==> src/hw/rtl/ssc_pkg.sv <==
// Shared types, constants and the commutation row table for six_step_commutation.
package ssc_pkg;

  localparam int ANGLE_BITS = 16;
  localparam int DUTY_BITS  = 12;

  localparam int FIELD_W  = 16;
  localparam int DUTY_W   = DUTY_BITS + 1;
  localparam int VBUS_W   = FIELD_W - 1;
  localparam int SEC_W    = ANGLE_BITS + 3;
  localparam int IN_W     = 4 * FIELD_W;
  localparam int OUT_RAW  = 3 * DUTY_W + 4;
  localparam int OUT_W    = ((OUT_RAW + 7) / 8) * 8;
  localparam int CFG_W    = 16;
  localparam int CFG_AW   = 2;

  localparam logic [DUTY_W-1:0] DUTY_FULL = DUTY_W'(1) << DUTY_BITS;
  localparam logic [DUTY_W-1:0] DUTY_HALF = DUTY_W'(1) << (DUTY_BITS - 1);

  // Register indexes on the config port
  localparam logic [CFG_AW-1:0] CFG_SECTOR_OFFSET  = 2'd0;
  localparam logic [CFG_AW-1:0] CFG_TORQUE_ADVANCE = 2'd1;
  localparam logic [CFG_AW-1:0] CFG_MIN_BUS        = 2'd2;
  localparam logic [CFG_AW-1:0] CFG_COAST_THR      = 2'd3;

  typedef enum logic [1:0] {
    PH_A = 2'd0,
    PH_B = 2'd1,
    PH_C = 2'd2
  } phase_t;

  typedef struct packed {
    logic   float_a;
    logic   float_b;
    logic   float_c;
    phase_t drive;
  } row_t;

  // Payload carried down the divider chain
  typedef struct packed {
    logic                 safe;
    logic                 sat;
    logic [2:0]           row;
    logic [VBUS_W-1:0]    divisor;
    logic [VBUS_W-1:0]    rem;
    logic [DUTY_BITS-1:0] quo;
  } div_pl_t;

  function automatic row_t row_lookup(input logic [2:0] row);
    row_t r;
    unique case (row)
      3'd0:    r = '{float_a: 1'b0, float_b: 1'b0, float_c: 1'b1, drive: PH_A};
      3'd1:    r = '{float_a: 1'b0, float_b: 1'b1, float_c: 1'b0, drive: PH_A};
      3'd2:    r = '{float_a: 1'b1, float_b: 1'b0, float_c: 1'b0, drive: PH_B};
      3'd3:    r = '{float_a: 1'b0, float_b: 1'b0, float_c: 1'b1, drive: PH_B};
      3'd4:    r = '{float_a: 1'b0, float_b: 1'b1, float_c: 1'b0, drive: PH_C};
      3'd5:    r = '{float_a: 1'b1, float_b: 1'b0, float_c: 1'b0, drive: PH_C};
      default: r = '{float_a: 1'b1, float_b: 1'b1, float_c: 1'b1, drive: PH_A};
    endcase
    return r;
  endfunction

endpackage

==> src/hw/rtl/six_step_commutation.sv <==
// Top level: six-step BLDC commutation pipeline with config registers.
// Registered path to out_tvalid: decode, each divider step (one quotient bit), output register.
// Throughput: one transfer per cycle while out_tready is high; the divider chain sets depth.
// Each stage holds only when the one after it is full and stalled, so bubbles are squeezed out.
// Reset (rst_n, synchronous, active low) empties the pipeline and loads the register defaults:
// sector_offset 3, torque_advance 2, min_bus_voltage 25, coast_current_threshold -10.
module six_step_commutation (
  input  logic                        clk,
  input  logic                        rst_n,
  // Input stream
  input  logic                        in_tvalid,
  output logic                        in_tready,
  // [15:0] target_current_q, [31:16] target_voltage_q, [47:32] bus_voltage,
  // [63:48] electrical_angle
  input  logic [ssc_pkg::IN_W-1:0]    in_tdata,
  // Result stream
  output logic                        out_tvalid,
  input  logic                        out_tready,
  // [12:0] duty_a, [25:13] duty_b, [38:26] duty_c, [39] float_a, [40] float_b,
  // [41] float_c, [42] gate_enable, [47:43] zero
  output logic [ssc_pkg::OUT_W-1:0]   out_tdata,
  // Config write port
  input  logic                        cfg_we,
  input  logic [ssc_pkg::CFG_AW-1:0]  cfg_addr,
  input  logic [ssc_pkg::CFG_W-1:0]   cfg_wdata
);

  // Config registers
  logic [2:0]                       sector_offset_r;
  logic [2:0]                       torque_advance_r;
  logic [ssc_pkg::VBUS_W-1:0]       min_bus_voltage_r;
  logic [ssc_pkg::FIELD_W-1:0]      coast_thr_r;

  always_ff @(posedge clk) begin
    if (!rst_n) begin
      sector_offset_r   <= 3'd3;
      torque_advance_r  <= 3'd2;
      min_bus_voltage_r <= ssc_pkg::VBUS_W'(25);
      coast_thr_r       <= ssc_pkg::FIELD_W'(-10);
    end else if (cfg_we) begin
      unique case (cfg_addr)
        ssc_pkg::CFG_SECTOR_OFFSET:  sector_offset_r   <= cfg_wdata[2:0];
        ssc_pkg::CFG_TORQUE_ADVANCE: torque_advance_r  <= cfg_wdata[2:0];
        ssc_pkg::CFG_MIN_BUS:        min_bus_voltage_r <= cfg_wdata[ssc_pkg::VBUS_W-1:0];
        ssc_pkg::CFG_COAST_THR:      coast_thr_r       <= cfg_wdata[ssc_pkg::FIELD_W-1:0];
        default: ;
      endcase
    end
  end

  // Pipe k+1 is the output of divider step g_div[k]; decode drives pipe 0.
  // rdy[k] is the consumer's ready for pipe k.
  ssc_pkg::div_pl_t pipe_data  [0:ssc_pkg::DUTY_BITS];
  logic             pipe_valid [0:ssc_pkg::DUTY_BITS];
  logic             rdy        [0:ssc_pkg::DUTY_BITS];

  ssc_decode u_decode (
    .clk             (clk),
    .rst_n           (rst_n),
    .valid_i         (in_tvalid),
    .data_i          (in_tdata),
    .ready_o         (in_tready),
    .sector_offset   (sector_offset_r),
    .torque_advance  (torque_advance_r),
    .min_bus_voltage (min_bus_voltage_r),
    .coast_thr       (coast_thr_r),
    .valid_o         (pipe_valid[0]),
    .data_o          (pipe_data[0]),
    .ready_i         (rdy[0])
  );

  // Restoring divider, MSB of the quotient first
  for (genvar k = 0; k < ssc_pkg::DUTY_BITS; k++) begin : g_div
    ssc_div_stage u_step (
      .clk     (clk),
      .rst_n   (rst_n),
      .valid_i (pipe_valid[k]),
      .data_i  (pipe_data[k]),
      .ready_o (rdy[k]),
      .valid_o (pipe_valid[k+1]),
      .data_o  (pipe_data[k+1]),
      .ready_i (rdy[k+1])
    );
  end

  ssc_out u_out (
    .clk     (clk),
    .rst_n   (rst_n),
    .valid_i (pipe_valid[ssc_pkg::DUTY_BITS]),
    .data_i  (pipe_data[ssc_pkg::DUTY_BITS]),
    .ready_o (rdy[ssc_pkg::DUTY_BITS]),
    .valid_o (out_tvalid),
    .data_o  (out_tdata),
    .ready_i (out_tready)
  );

  // Views of the result fields for the checks below
  logic [ssc_pkg::DUTY_W-1:0] chk_da, chk_db, chk_dc;
  logic [2:0]                 chk_float;
  logic                       chk_gate;

  assign chk_da    = out_tdata[ssc_pkg::DUTY_W-1:0];
  assign chk_db    = out_tdata[2*ssc_pkg::DUTY_W-1:ssc_pkg::DUTY_W];
  assign chk_dc    = out_tdata[3*ssc_pkg::DUTY_W-1:2*ssc_pkg::DUTY_W];
  assign chk_float = out_tdata[3*ssc_pkg::DUTY_W+2:3*ssc_pkg::DUTY_W];
  assign chk_gate  = out_tdata[3*ssc_pkg::DUTY_W+3];

  // Driving: exactly one phase floats
  a_one_float: assert property (@(posedge clk) disable iff (!rst_n)
    out_tvalid && chk_gate |-> $onehot(chk_float))
    else $error("active command without exactly one floating phase");

  // Driving: at most one phase carries duty
  a_one_duty: assert property (@(posedge clk) disable iff (!rst_n)
    out_tvalid && chk_gate |-> $onehot0({chk_da != '0, chk_db != '0, chk_dc != '0}))
    else $error("more than one phase driven");

  // Coasting: all phases floated at half duty
  a_safe: assert property (@(posedge clk) disable iff (!rst_n)
    out_tvalid && !chk_gate |-> chk_float == 3'b111 && chk_da == ssc_pkg::DUTY_HALF
      && chk_db == ssc_pkg::DUTY_HALF && chk_dc == ssc_pkg::DUTY_HALF)
    else $error("bad safe command");

  // Duty never exceeds full scale
  a_duty_range: assert property (@(posedge clk) disable iff (!rst_n)
    out_tvalid |-> chk_da <= ssc_pkg::DUTY_FULL && chk_db <= ssc_pkg::DUTY_FULL
      && chk_dc <= ssc_pkg::DUTY_FULL)
    else $error("duty above full scale");

endmodule

==> src/hw/rtl/ssc_decode.sv <==
// Front stage: safe-output check, saturation check, sector row, divider setup.
module ssc_decode (
  input  logic                          clk,
  input  logic                          rst_n,
  input  logic                          valid_i,
  input  logic [ssc_pkg::IN_W-1:0]      data_i,
  output logic                          ready_o,
  input  logic [2:0]                    sector_offset,
  input  logic [2:0]                    torque_advance,
  input  logic [ssc_pkg::VBUS_W-1:0]    min_bus_voltage,
  input  logic [ssc_pkg::FIELD_W-1:0]   coast_thr,
  output logic                          valid_o,
  output ssc_pkg::div_pl_t              data_o,
  input  logic                          ready_i
);

  logic signed [ssc_pkg::FIELD_W-1:0] cur, vq, vbus, thr;
  logic [ssc_pkg::ANGLE_BITS-1:0]     ang;
  logic [ssc_pkg::SEC_W-1:0]          prod;
  logic [2:0]                         idx;
  logic [4:0]                         sum;
  ssc_pkg::div_pl_t                   pl_nxt, pl_r;
  logic                               valid_r;

  function automatic logic [2:0] mod6(input logic [4:0] v);
    logic [4:0] t;
    if (v >= 5'd18)      t = v - 5'd18;
    else if (v >= 5'd12) t = v - 5'd12;
    else if (v >= 5'd6)  t = v - 5'd6;
    else                 t = v;
    return t[2:0];
  endfunction

  always_comb begin
    cur  = signed'(data_i[ssc_pkg::FIELD_W-1:0]);
    vq   = signed'(data_i[2*ssc_pkg::FIELD_W-1:ssc_pkg::FIELD_W]);
    vbus = signed'(data_i[3*ssc_pkg::FIELD_W-1:2*ssc_pkg::FIELD_W]);
    ang  = ssc_pkg::ANGLE_BITS'(data_i[4*ssc_pkg::FIELD_W-1:3*ssc_pkg::FIELD_W]);
    thr  = signed'(coast_thr);

    // 6*angle + half a sector, top three bits give the shifted sector
    prod = (ssc_pkg::SEC_W'(ang) << 2) + (ssc_pkg::SEC_W'(ang) << 1)
         + (ssc_pkg::SEC_W'(1) << (ssc_pkg::ANGLE_BITS - 1));
    idx  = prod[ssc_pkg::SEC_W-1:ssc_pkg::ANGLE_BITS];
    if (idx == 3'd6) idx = 3'd0;
    sum  = {2'b00, idx} + {2'b00, torque_advance} + {2'b00, sector_offset};

    pl_nxt.safe    = (vbus <= signed'({1'b0, min_bus_voltage})) || (cur < thr) || vq[15];
    // Both operands non-negative whenever the result is not safe
    pl_nxt.sat     = (vq[ssc_pkg::VBUS_W-1:0] >= vbus[ssc_pkg::VBUS_W-1:0]);
    pl_nxt.row     = mod6(sum);
    pl_nxt.divisor = vbus[ssc_pkg::VBUS_W-1:0];
    pl_nxt.rem     = vq[ssc_pkg::VBUS_W-1:0];
    pl_nxt.quo     = '0;
  end

  assign ready_o = !valid_r || ready_i;

  always_ff @(posedge clk) begin
    if (!rst_n) begin
      valid_r <= 1'b0;
    end else if (ready_o) begin
      valid_r <= valid_i;
    end
  end

  always_ff @(posedge clk) begin
    if (ready_o && valid_i) begin
      pl_r <= pl_nxt;
    end
  end

  assign valid_o = valid_r;
  assign data_o  = pl_r;

endmodule

==> src/hw/rtl/ssc_div_stage.sv <==
// One restoring-division step: one quotient bit per stage.
module ssc_div_stage (
  input  logic             clk,
  input  logic             rst_n,
  input  logic             valid_i,
  input  ssc_pkg::div_pl_t data_i,
  output logic             ready_o,
  output logic             valid_o,
  output ssc_pkg::div_pl_t data_o,
  input  logic             ready_i
);

  logic [ssc_pkg::VBUS_W:0] shifted;
  logic [ssc_pkg::VBUS_W:0] diff;
  logic                     take;
  ssc_pkg::div_pl_t         pl_nxt, pl_r;
  logic                     valid_r;

  always_comb begin
    shifted = {data_i.rem, 1'b0};
    diff    = shifted - {1'b0, data_i.divisor};
    take    = (shifted >= {1'b0, data_i.divisor});
    pl_nxt     = data_i;
    pl_nxt.rem = take ? diff[ssc_pkg::VBUS_W-1:0] : shifted[ssc_pkg::VBUS_W-1:0];
    pl_nxt.quo = {data_i.quo[ssc_pkg::DUTY_BITS-2:0], take};
  end

  assign ready_o = !valid_r || ready_i;

  always_ff @(posedge clk) begin
    if (!rst_n) begin
      valid_r <= 1'b0;
    end else if (ready_o) begin
      valid_r <= valid_i;
    end
  end

  always_ff @(posedge clk) begin
    if (ready_o && valid_i) begin
      pl_r <= pl_nxt;
    end
  end

  assign valid_o = valid_r;
  assign data_o  = pl_r;

endmodule

==> src/hw/rtl/ssc_out.sv <==
// Output stage: phase routing from the row table and the output register.
module ssc_out (
  input  logic                      clk,
  input  logic                      rst_n,
  input  logic                      valid_i,
  input  ssc_pkg::div_pl_t          data_i,
  output logic                      ready_o,
  output logic                      valid_o,
  output logic [ssc_pkg::OUT_W-1:0] data_o,
  input  logic                      ready_i
);

  ssc_pkg::row_t              rt;
  logic [ssc_pkg::DUTY_W-1:0] duty, da, db, dc;
  logic                       fa, fb, fc, gate;
  logic [ssc_pkg::OUT_W-1:0]  out_nxt, out_r;
  logic                       valid_r;

  always_comb begin
    rt   = ssc_pkg::row_lookup(data_i.row);
    duty = data_i.sat ? ssc_pkg::DUTY_FULL : {1'b0, data_i.quo};
    if (data_i.safe) begin
      da   = ssc_pkg::DUTY_HALF;
      db   = ssc_pkg::DUTY_HALF;
      dc   = ssc_pkg::DUTY_HALF;
      fa   = 1'b1;
      fb   = 1'b1;
      fc   = 1'b1;
      gate = 1'b0;
    end else begin
      da   = (rt.drive == ssc_pkg::PH_A) ? duty : '0;
      db   = (rt.drive == ssc_pkg::PH_B) ? duty : '0;
      dc   = (rt.drive == ssc_pkg::PH_C) ? duty : '0;
      fa   = rt.float_a;
      fb   = rt.float_b;
      fc   = rt.float_c;
      gate = 1'b1;
    end
    out_nxt = ssc_pkg::OUT_W'({gate, fc, fb, fa, dc, db, da});
  end

  assign ready_o = !valid_r || ready_i;

  always_ff @(posedge clk) begin
    if (!rst_n) begin
      valid_r <= 1'b0;
    end else if (ready_o) begin
      valid_r <= valid_i;
    end
  end

  always_ff @(posedge clk) begin
    if (ready_o && valid_i) begin
      out_r <= out_nxt;
    end
  end

  assign valid_o = valid_r;
  assign data_o  = out_r;

endmodule

==> config.mk <==
export PLATFORM = sky130hd
export DESIGN_NAME = six_step_commutation
export DESIGN_NICKNAME = d
export VERILOG_FILES = /design/src/hw/rtl/ssc_pkg.sv /design/src/hw/rtl/six_step_commutation.sv /design/src/hw/rtl/ssc_decode.sv /design/src/hw/rtl/ssc_div_stage.sv /design/src/hw/rtl/ssc_out.sv
export SDC_FILE = /design/constraint.sdc
export NUM_CORES = 1
export LEC_CHECK = 0
export BUFFER_PORTS_ARGS = -buffer_cell sky130_fd_sc_hd__buf_2
export CAP_MARGIN = 10
export CELL_PAD_IN_SITES_DETAIL_PLACEMENT = 2
export CELL_PAD_IN_SITES_GLOBAL_PLACEMENT = 2
export CORE_ASPECT_RATIO = 1.5
export CORE_MARGIN = 2
export CORE_UTILIZATION = 43
export DETAILED_ROUTE_END_ITERATION = 8
export PLACE_DENSITY = 0.87
export SKIP_CTS_REPAIR_TIMING = 1
export SYNTH_ARGS = -nofsm -noshare
export SYNTH_HDL_FRONTEND = slang
export SYNTH_SLANG_ARGS = --single-unit
==> constraint.sdc <==
create_clock -name clk -period 6.8 [get_ports clk]
set_clock_uncertainty 0.15 [all_clocks]
set_input_delay 0.34 -clock clk [delete_from_list [all_inputs] [get_ports clk]]
set_output_delay 0.34 -clock clk [all_outputs]
set_load 0.01 [all_outputs]
==> flow_summary.json, run 1 <==
{
  "path_clk_slew_ns": 0.07,
  "synthTopCellsByArea": "edfxtp_1 (53%), ha_1 (10%), mux2_2 (4.5%), inv_1 (3.8%), dfxtp_1 (3.3%)",
  "netlist_instances": 2565,
  "insertion_delay_ns": 0.67,
  "cp_slowest_stage_delay_ns": 0.69,
  "setup_viol": 0,
  "period_share": 0.787,
  "synthFlopType": "edfxtp_1",
  "via_per_inst": 5.70,
  "die_x_um": 223,
  "synthMostInstantiatedCell": "edfxtp_1",
  "critPathMaxFanout": 6,
  "io_pins": 137,
  "maxCapViolCount": 0,
  "endpoint_kind": "flip-flop",
  "htree_levels": 2,
  "grt.busiest_layer": "met2",
  "grt_pass1_vias": 25000,
  "antenna_found_initial": 3,
  "powerDensity_nw_per_um2": 235,
  "grt_util_met2": 0.569,
  "wl_per_cell_um": 27.4,
  "clk_path_buf_depth": 3,
  "setup-tns-final_ns": 0,
  "drive_gt1_frac": 0.144,
  "globalplace.congestion": 0.925,
  "synth_cell_type_count": 70,
  "async_reset_ff_frac": 0,
  "synth_top_area_cell": "edfxtp_1",
  "slew_violations": 0,
  "ys_seq_area_frac": 0.563,
  "grt_pass1_wl_mm": 150,
  "coreArea_um2": 71300,
  "drtIter0Drc": 875,
  "initial_core_util": 0.434,
  "arrival_ns": 5.70,
  "rows": 120,
  "grt_use_met3": 0.0314,
  "path_delay_family": "compound AO/OA/AOI/OAI gates",
  "cts_tree": "built",
  "finalCriticalPeriod_ns": 5.35,
  "area_growth_pct": 14.6,
  "tightestPinTransition_ns": 1.14,
  "violations": "hold timing",
  "synth_area_um2": 31000,
  "cts-root-buf": "clkbuf_16",
  "ys_warn_count": 0,
  "vias": 21500,
  "slowest_stage": "fa_1",
  "hold_viol_final": 2,
  "global_route.usage.met1": 0.218,
  "syn_avg_cell_area_um2": 12.1,
  "crit_required_ns": 7.14,
  "setup.worst_path.class": "in -> reg",
  "grt_setup_unrepaired": "no",
  "fp.dieH_um": 333,
  "max-slew-margin-rel": 0.243,
  "fin_nets": 3157,
  "yosysTopAreaCellShare": 0.530,
  "status": "complete, but fails checks",
  "cts_buffers": 59,
  "antenna_left": 0,
  "crit_chain": "buf_2, ha_1, ha_1, a21o_1, a21o_1, a2111oi_0, nor3_1, o41ai_1, a211oi_1, o22a_1, fa_1, fa_1, inv_1, ha_1, or4_1, nor2_1, nor3_1, a21oi_1, o21a_1",
  "cellLeakagePower_nw": 14.1,
  "cp_common_cell": "ha_1",
  "max_freq_mhz": 187,
  "io_buffers": 131,
  "dr.pass1.iters": 5,
  "ir_worst_vdd_mv": 0.211,
  "hold_path.class": "in -> reg",
  "final_util": 0.497,
  "gr-total-overflow": 0,
  "start_kind": "primary input",
  "die-area_um2": 74200,
  "synth_edf_count": 546,
  "worst-path-buf-inv": 2,
  "holdWs_ns": -0.0286,
  "finalWirelength_mm": 103,
  "synth-seq-cells": 597,
  "grt_util_all_layers": 0.268,
  "grt_max_degree": 52,
  "clock_sinks": 597,
  "drc": 0,
  "dp_hpwl_mm": 74.0,
  "synthTopCellsByCount": "edfxtp_1 (546), inv_1 (317), ha_1 (258)"
}
[cell usage in the layout (no fill, tap or decap), types with 11 or more instances in the layout]
cell type / netlist / final
edfxtp_1: 546 / 546
inv_1: 317 / 317
ha_1: 258 / 258
nor2_1: 204 / 204
nand2_1: 141 / 141
buf_2: 10 / 131
a21oi_1: 126 / 125
mux2_2: 123 / 123
xnor2_1: 93 / 93
o21ai_0: 69 / 69
clkbuf_16: 0 / 61
a21o_1: 55 / 55
nor2b_1: 59 / 51
dfxtp_1: 51 / 51
dlygate4sd3_1: 0 / 51
nand3_1: 48 / 48
nor3_1: 43 / 43
o21a_1: 38 / 38
a31oi_1: 34 / 34
o211ai_1: 31 / 31
a21boi_0: 32 / 28
nand4_1: 21 / 21
xor2_1: 18 / 18
buf_4: 5 / 17
clkinv_2: 0 / 16
or3_1: 15 / 15
mux2i_1: 15 / 15
fa_1: 15 / 15
and2_1: 15 / 14
and3_1: 12 / 12
o41ai_1: 11 / 11
[layer usage]
layer / part of all wire / routed length [um] / vias to the layer above
li1: - / - / 9758
met1: 0.30 / 30900 / 10900
met2: 0.60 / 61700 / 563
met3: 0.027 / 2760 / 316
met4: 0.075 / 7730 / 0
met5: 0 / 0 / -
[cell families after synthesis]
family / synth area share
XOR/XNOR: 0.0314
AND/OR/NAND/NOR: 0.0915
other: 0.000121
AO/OA/AOI/OAI: 0.106
adder cells (fa/ha/maj): 0.114
multiplexers: 0.0506
flip-flops: 0.563
buffers and inverters: 0.0442
[per-stage QoR]
step	power [W]	std cells	instance area, um^2	worst slack (ns)
after floorplan	0.00454	2569	31000	1.78
after global placement	0.00469	3599	32800	1.31
after detailed placement	0.00475	3599	32800	0.884
after CTS	0.00834	3711	34900	1.53
after global routing	0.00855	3767	35500	1.07
final	0.00832	3767	35500	1.45
[sequential cells by signal, summed over array words and instances (netlist names)]
signal,cells
coast_thr_r,16
g_div.u_step.data_o,468
g_div.u_step.valid_o,12
min_bus_voltage_r,15
sector_offset_r,3
torque_advance_r,3
u_decode.data_o,35
u_decode.valid_o,1
u_out.data_o,43
u_out.valid_o,1
[report_power, final]
part / internal (W) / switching, W / total (W)
Sequential: 0.00404 / 0.0000295 / 0.00407
Combinational: 0.000274 / 0.000374 / 0.000648
Clock: 0.00204 / 0.00156 / 0.00361
[path summary, 6_finish.rpt]
kind	from	endpoint	slack, ns	cells after the start
max	in_tdata[55]	u_decode.data_o[44]$_DFFE_PP_	1.45	19
min	cfg_addr[1]	coast_thr_r[3]$_SDFFE_PN0P_	-0.03	4
max reg2reg	g_div[9].u_step.data_o[27]$_DFFE_PP_	g_div[10].u_step.data_o[15]$_DFFE_PP_	2.94	9
min reg2reg	u_decode.data_o[46]$_DFFE_PP_	g_div[0].u_step.data_o[46]$_DFFE_PP_	0.27	0
[layout make-up]
cell class | instances | area (um^2)
timing repair buffer | 200 | 1310
inverter | 318 | 1190
tap | 915 | 1140
multi-input combinational | 1621 | 12300
clock buffer | 73 | 1610
antenna | 4 | 10.0
fill | 6935 | 35800
sequential | 597 | 17400
clock inverter | 39 | 478
[worst reg2reg max path: stages, from the launching register on]
cell,delay (ns)
edfxtp_1,0.48
fa_1,0.51
nor2b_1,0.26
o211ai_1,0.21
a31oi_1,0.62
o221ai_1,0.36
a21oi_1,0.30
nor2_1,0.08
buf_4,0.26
mux2_2,0.37
Note: power is estimated with default switching activity, not from simulation.
==> run 2, diff against run 1 <==
- CORE_UTILIZATION: 43 -> 39
- PLACE_DENSITY: 0.87 -> 0.83
- clock period: 6.8 -> 4.3 ns (I/O delays scaled with it)
==> run 2 against run 1 <==
Against the previous run: the run ends with setup timing left; combinational power is 110% higher; routed wire length down 2.7%; critical path depth is 5 higher; global-route usage is 4.4 points lower; via count decreased by 0.25%; sequential power rose by 58%; core utilization down 3.9 points; hold slack improved by 0.14 ns; die area increased by 10%; first-iteration DRC count shrank 5.5%; critical endpoint is now u_decode.data_o[43]$_DFFE_PP_; highest routed layer unchanged.
==> flow_summary.json, run 2 (same netlist as run 1, synthesis figures left out) <==
{
  "status": "complete, but fails checks",
  "violations": "setup timing",
  "dp_hpwl_mm": 71.6,
  "io_buffers": 131,
  "power.internal_w": 0.0101,
  "clk_path_buf_depth": 3,
  "drive_gt1_frac": 0.162,
  "cts_tree": "built",
  "cp_slowest_stage_delay_ns": 0.64,
  "hold_viol_final": 0,
  "cts_buffers": 61,
  "startpoint": "in_tdata[56]",
  "antenna_left": 0,
  "arrival_ns": 4.91,
  "fp.dieH_um": 349,
  "grt_use_met3": 0.0281,
  "drc": 0,
  "dr.pass1.iters": 5,
  "final_common_cell": "edfxtp_1",
  "fin_nets": 3189,
  "p_sw_w": 0.00323,
  "area_growth_pct": 16.5,
  "finalCriticalPeriod_ns": 4.61,
  "powerDensity_nw_per_um2": 369,
  "final_cell_mix": "edfxtp_1 (546), inv_1 (315), ha_1 (242)",
  "r2r_cells": 9,
  "cts-root-buf": "clkbuf_16",
  "rr_startpoint": "g_div[9].u_step.data_o[22]$_DFFE_PP_",
  "hold_path.class": "in -> reg",
  "grt_util_all_layers": 0.224,
  "grt_pass1_wl_mm": 139,
  "cp-endpoint": "u_decode.data_o[43]$_DFFE_PP_",
  "die_x_um": 234,
  "grt_setup_unrepaired": "yes",
  "finalPower_w": 0.0133,
  "r2r_setup_slack_ns": 0.63,
  "switching_share": 0.243,
  "grt_pass1_vias": 24700,
  "layout_setup_ws_ns": -0.310,
  "pwr-share-clk": 0.413,
  "globalplace.congestion": 0.927,
  "grt_util_met2": 0.477,
  "global_route.usage.met1": 0.176,
  "die-area_um2": 81700,
  "p_seq_frac": 0.485,
  "period_share": 1.07,
  "io_pins": 137,
  "insertion_delay_ns": 0.66,
  "grt.busiest_layer": "met2",
  "grt_max_degree": 52,
  "holdWs_ns": 0.111,
  "maxCapViolCount": 0,
  "gr-total-overflow": 0,
  "path_clk_slew_ns": 0.07,
  "wl_per_cell_um": 25.7,
  "slew_violations": 0,
  "setup_viol": 2,
  "drtIter0Drc": 827,
  "antenna_found_initial": 2,
  "reg2reg_to": "g_div[10].u_step.data_o[17]$_DFFE_PP_",
  "cellLeakagePower_nw": 14.2,
  "start_kind": "primary input",
  "clock_sinks": 597,
  "crit_required_ns": 4.60,
  "htree_levels": 2,
  "via_per_inst": 5.49,
  "vias": 21400,
  "slowest_stage": "fa_2",
  "finalWirelength_mm": 100,
  "critPathMaxFanout": 4,
  "cp_common_cell": "a21o_1",
  "final_util": 0.459,
  "tightestPinTransition_ns": 1.23,
  "ir_worst_vdd_mv": 0.341,
  "max-slew-margin-rel": 0.177,
  "coreArea_um2": 78700,
  "max_freq_mhz": 217,
  "crit_chain": "buf_8, buf_4, ha_4, ha_4, a21o_1, a21o_1, a21o_1, a311o_1, a31oi_4, xor2_2, a21oi_2, fa_1, ha_2, inv_2, fa_2, inv_4, ha_1, nand2_1, nand2_1, a21o_1, buf_6, inv_1, a21oi_2, xnor2_1",
  "combinationalPowerShare": 0.103,
  "setup-tns-final_ns": -0.553,
  "largest_reg_flops": 468,
  "initial_core_util": 0.394,
  "rows": 126,
  "setup.worst_path.class": "in -> reg",
  "endpoint_kind": "flip-flop"
}
run 2: through the flow:
step           area, um^2  worst slack (ns)  std cells
5_1_grt             36100            -0.445       3905
6_report            36100            -0.310       3905
3_3_place_gp        33300            -0.571       3731
4_1_cts             35400            -0.186       3844
2_1_floorplan       31200            -0.207       2569
3_5_place_dp        33300            -0.826       3731
run 2: worst max-delay path, delay by kind of cell:
kind / cells / cell delay [ns]
simple gates: 2 / 0.19
buf+inv: 6 / 0.57
compound gates: 8 / 1.36
fa+ha+maj: 6 / 2.10
xor+xnor: 2 / 0.46
run 2: area by class of cell:
class	count	area, um^2
multi-input combinational	1621	12600
timing repair buffer	230	1560
fill	7796	42600
inverter	318	1200
clock inverter	30	370
tap	1024	1280
sequential	597	17400
antenna	2	5.00
clock buffer	83	1640
run 2: worst min path at each step:
stage | end | cells past startpoint | start | slack (ns)
final | sector_offset_r[1]$_SDFFE_PN1P_ | 2 | rst_n | 0.11
after global routing | sector_offset_r[1]$_SDFFE_PN1P_ | 2 | rst_n | 0.12
after CTS | u_decode.data_o[17]$_DFFE_PP_ | 1 | in_tdata[21] | -0.44
after detailed placement | g_div[0].u_step.data_o[45]$_DFFE_PP_ | 0 | u_decode.data_o[45]$_DFFE_PP_ | 0.26
after global placement | g_div[11].u_step.data_o[10]$_DFFE_PP_ | 0 | g_div[10].u_step.data_o[9]$_DFFE_PP_ | 0.25
after floorplan | u_decode.data_o[12]$_DFFE_PP_ | 0 | in_tdata[16] | 0.16
run 2: power groups by stage:
| stage | registers [W] | clock network [W] | logic (W) |
|---|---|---|---|
| 3_5_place_dp | 0.00656 | 0 | 0.00110 |
| 3_3_place_gp | 0.00656 | 0 | 0.000990 |
| 2_1_floorplan | 0.00654 | 0 | 0.000693 |
| 6_report | 0.00645 | 0.00549 | 0.00137 |
| 4_1_cts | 0.00644 | 0.00555 | 0.00112 |
| 5_1_grt | 0.00645 | 0.00578 | 0.00145 |
run 2: layer usage:
layer	vias up	share of wire
met5	-	0
met2	536	0.59
met1	10700	0.29
met3	371	0.024
met4	0	0.089
li1	9816	-
==> run 3, diff against run 2 <==
- PLACE_DENSITY: 0.83 -> 0.84
==> run 3 against run 2 <==
Against the previous run: the flow still finishes with violations (setup timing); non-clock buffer count down 6; clock-buffer cell count down 15; sequential share of layout area up 0.18 points; sequential power about the same; critical path depth down 2; cell area down 0.37%; first-iteration DRC count down 22%; worst setup slack better by 0.29 ns; hold slack worse by 0.073 ns; critical endpoint is now u_decode.data_o[44]$_DFFE_PP_; largest cell class unchanged; largest power group unchanged.
==> flow_summary.json, run 3 (same netlist as run 1, synthesis figures left out) <==
{
  "setup_viol": 1,
  "insertion_delay_ns": 0.65,
  "io_pins": 137,
  "endpoint_kind": "flip-flop",
  "die-area_um2": 81700,
  "hold_path.class": "in -> reg",
  "gr-total-overflow": 0,
  "rows": 126,
  "dpl-instance-area_um2": 33300,
  "clock_sinks": 597,
  "initial_core_util": 0.394,
  "wl_met2_mm": 55.8,
  "globalplace.congestion": 0.887,
  "top_layer": "met4",
  "critPathMaxFanout": 5,
  "via_per_inst": 5.36,
  "final_common_cell": "edfxtp_1",
  "area_growth_pct": 16.1,
  "cts_tree": "built",
  "coreArea_um2": 78700,
  "dp_hpwl_mm": 70.5,
  "largest_reg_flops": 468,
  "grt_max_degree": 52,
  "wl_per_cell_um": 23.4,
  "stdcell_area_um2": 35900,
  "maxCapViolCount": 0,
  "cts-root-buf": "clkbuf_16",
  "drc": 0,
  "antenna_left": 0,
  "setup.worst_path.class": "in -> reg",
  "powerDensity_nw_per_um2": 364,
  "grt_pass1_vias": 24300,
  "fillers": 7800,
  "wl_met1_mm": 26.9,
  "max_freq_mhz": 231,
  "period_share": 1.01,
  "cts_buffers": 60,
  "wl_met3_mm": 1.97,
  "violations": "setup timing",
  "die_x_um": 234,
  "htree_levels": 2,
  "finalWirelength_mm": 91.1,
  "start_kind": "primary input",
  "clk_path_buf_depth": 3,
  "hold_viol_final": 0,
  "final_cell_mix": "edfxtp_1 (546), inv_1 (315), ha_1 (243)",
  "grt_setup_unrepaired": "yes",
  "finalCriticalPeriod_ns": 4.32,
  "drtIter0Drc": 647,
  "crit_required_ns": 4.64,
  "grt_util_all_layers": 0.219,
  "grt_pass1_wl_mm": 136,
  "dr.pass1.iters": 4,
  "arrival_ns": 4.67,
  "status": "complete, but fails checks",
  "drive_gt1_frac": 0.158,
  "fin_nets": 3182,
  "io_buffers": 131,
  "max-slew-margin-rel": 0.225,
  "antenna_found_initial": 1,
  "layout_setup_ws_ns": -0.0242,
  "ir_worst_vdd_mv": 0.330,
  "path_clk_slew_ns": 0.06,
  "cellLeakagePower_nw": 14.1,
  "finalPower_w": 0.0131,
  "fp.dieH_um": 349,
  "vias": 20900,
  "tightestPinTransition_ns": 1.16,
  "slew_violations": 0,
  "place_ws_ns": -0.844
}
run 3: routing by layer:
| metal | track usage | up-vias |
|---|---|---|
| li1 | - | 9810 |
| met1 | 0.170 | 10400 |
| met2 | 0.479 | 384 |
| met3 | 0.0250 | 239 |
| met4 | 0.134 | 0 |
| met5 | 0 | - |
run 3: final cells by class:
cell class | count | area, um^2 | share of cell area
timing repair buffer | 224 | 1510 | 0.0419
multi-input combinational | 1621 | 12500 | 0.349
inverter | 318 | 1190 | 0.0332
sequential | 597 | 17400 | 0.485
clock buffer | 68 | 1530 | 0.0426
antenna | 1 | 2.50 | 0.0000696
clock inverter | 42 | 472 | 0.0131
tap | 1024 | 1280 | 0.0356
run 3: worst paths after layout:
path,start,end,slack [ns],cells after the start
worst min-delay path,rst_n,torque_advance_r[1]$_SDFFE_PN1P_,0.04,2
worst max register to register,u_decode.data_o[20]$_DFFE_PP_,g_div[0].u_step.data_o[16]$_DFFE_PP_,0.68,9
worst min register to register,g_div[5].u_step.data_o[0]$_DFFE_PP_,g_div[6].u_step.data_o[1]$_DFFE_PP_,0.27,0
worst max-delay path,in_tdata[56],u_decode.data_o[44]$_DFFE_PP_,-0.02,22
run 3: per-stage QoR:
step,hold slack (ns),setup TNS [ns],instances,util
2_1_floorplan,0.164,-0.362,2569,-
4_1_cts,-0.439,-0.209,3837,0.449
6_report,0.0386,-0.0242,3895,0.457
5_1_grt,0.0811,-0.458,3895,0.457
3_5_place_dp,0.258,-1.51,3727,0.423
3_3_place_gp,0.251,-1.03,3727,0.423
run 3: where the power goes:
part	internal, W	switching, W	leakage [nW]
logic	0.000555	0.000643	7.83
clock network	0.00315	0.00231	0.978
registers	0.00639	0.0000428	5.34
total	0.0101	0.00299	14.1
run 3: critical path, stage by stage:
cell and delay (ns):
buf_4 0.13, ha_4 0.27, ha_4 0.19, a21o_1 0.17, a21o_1 0.20, a2111oi_4 0.37, or4b_4 0.20, o41ai_2 0.06
buf_4 0.15, nor2_4 0.10, a21oi_2 0.07, fa_1 0.50, ha_2 0.20, inv_2 0.05, fa_2 0.57, buf_6 0.12
nor3_1 0.05, or4_4 0.57, nor2_4 0.11, nor3_1 0.05, a21oi_1 0.16, o21a_1 0.15
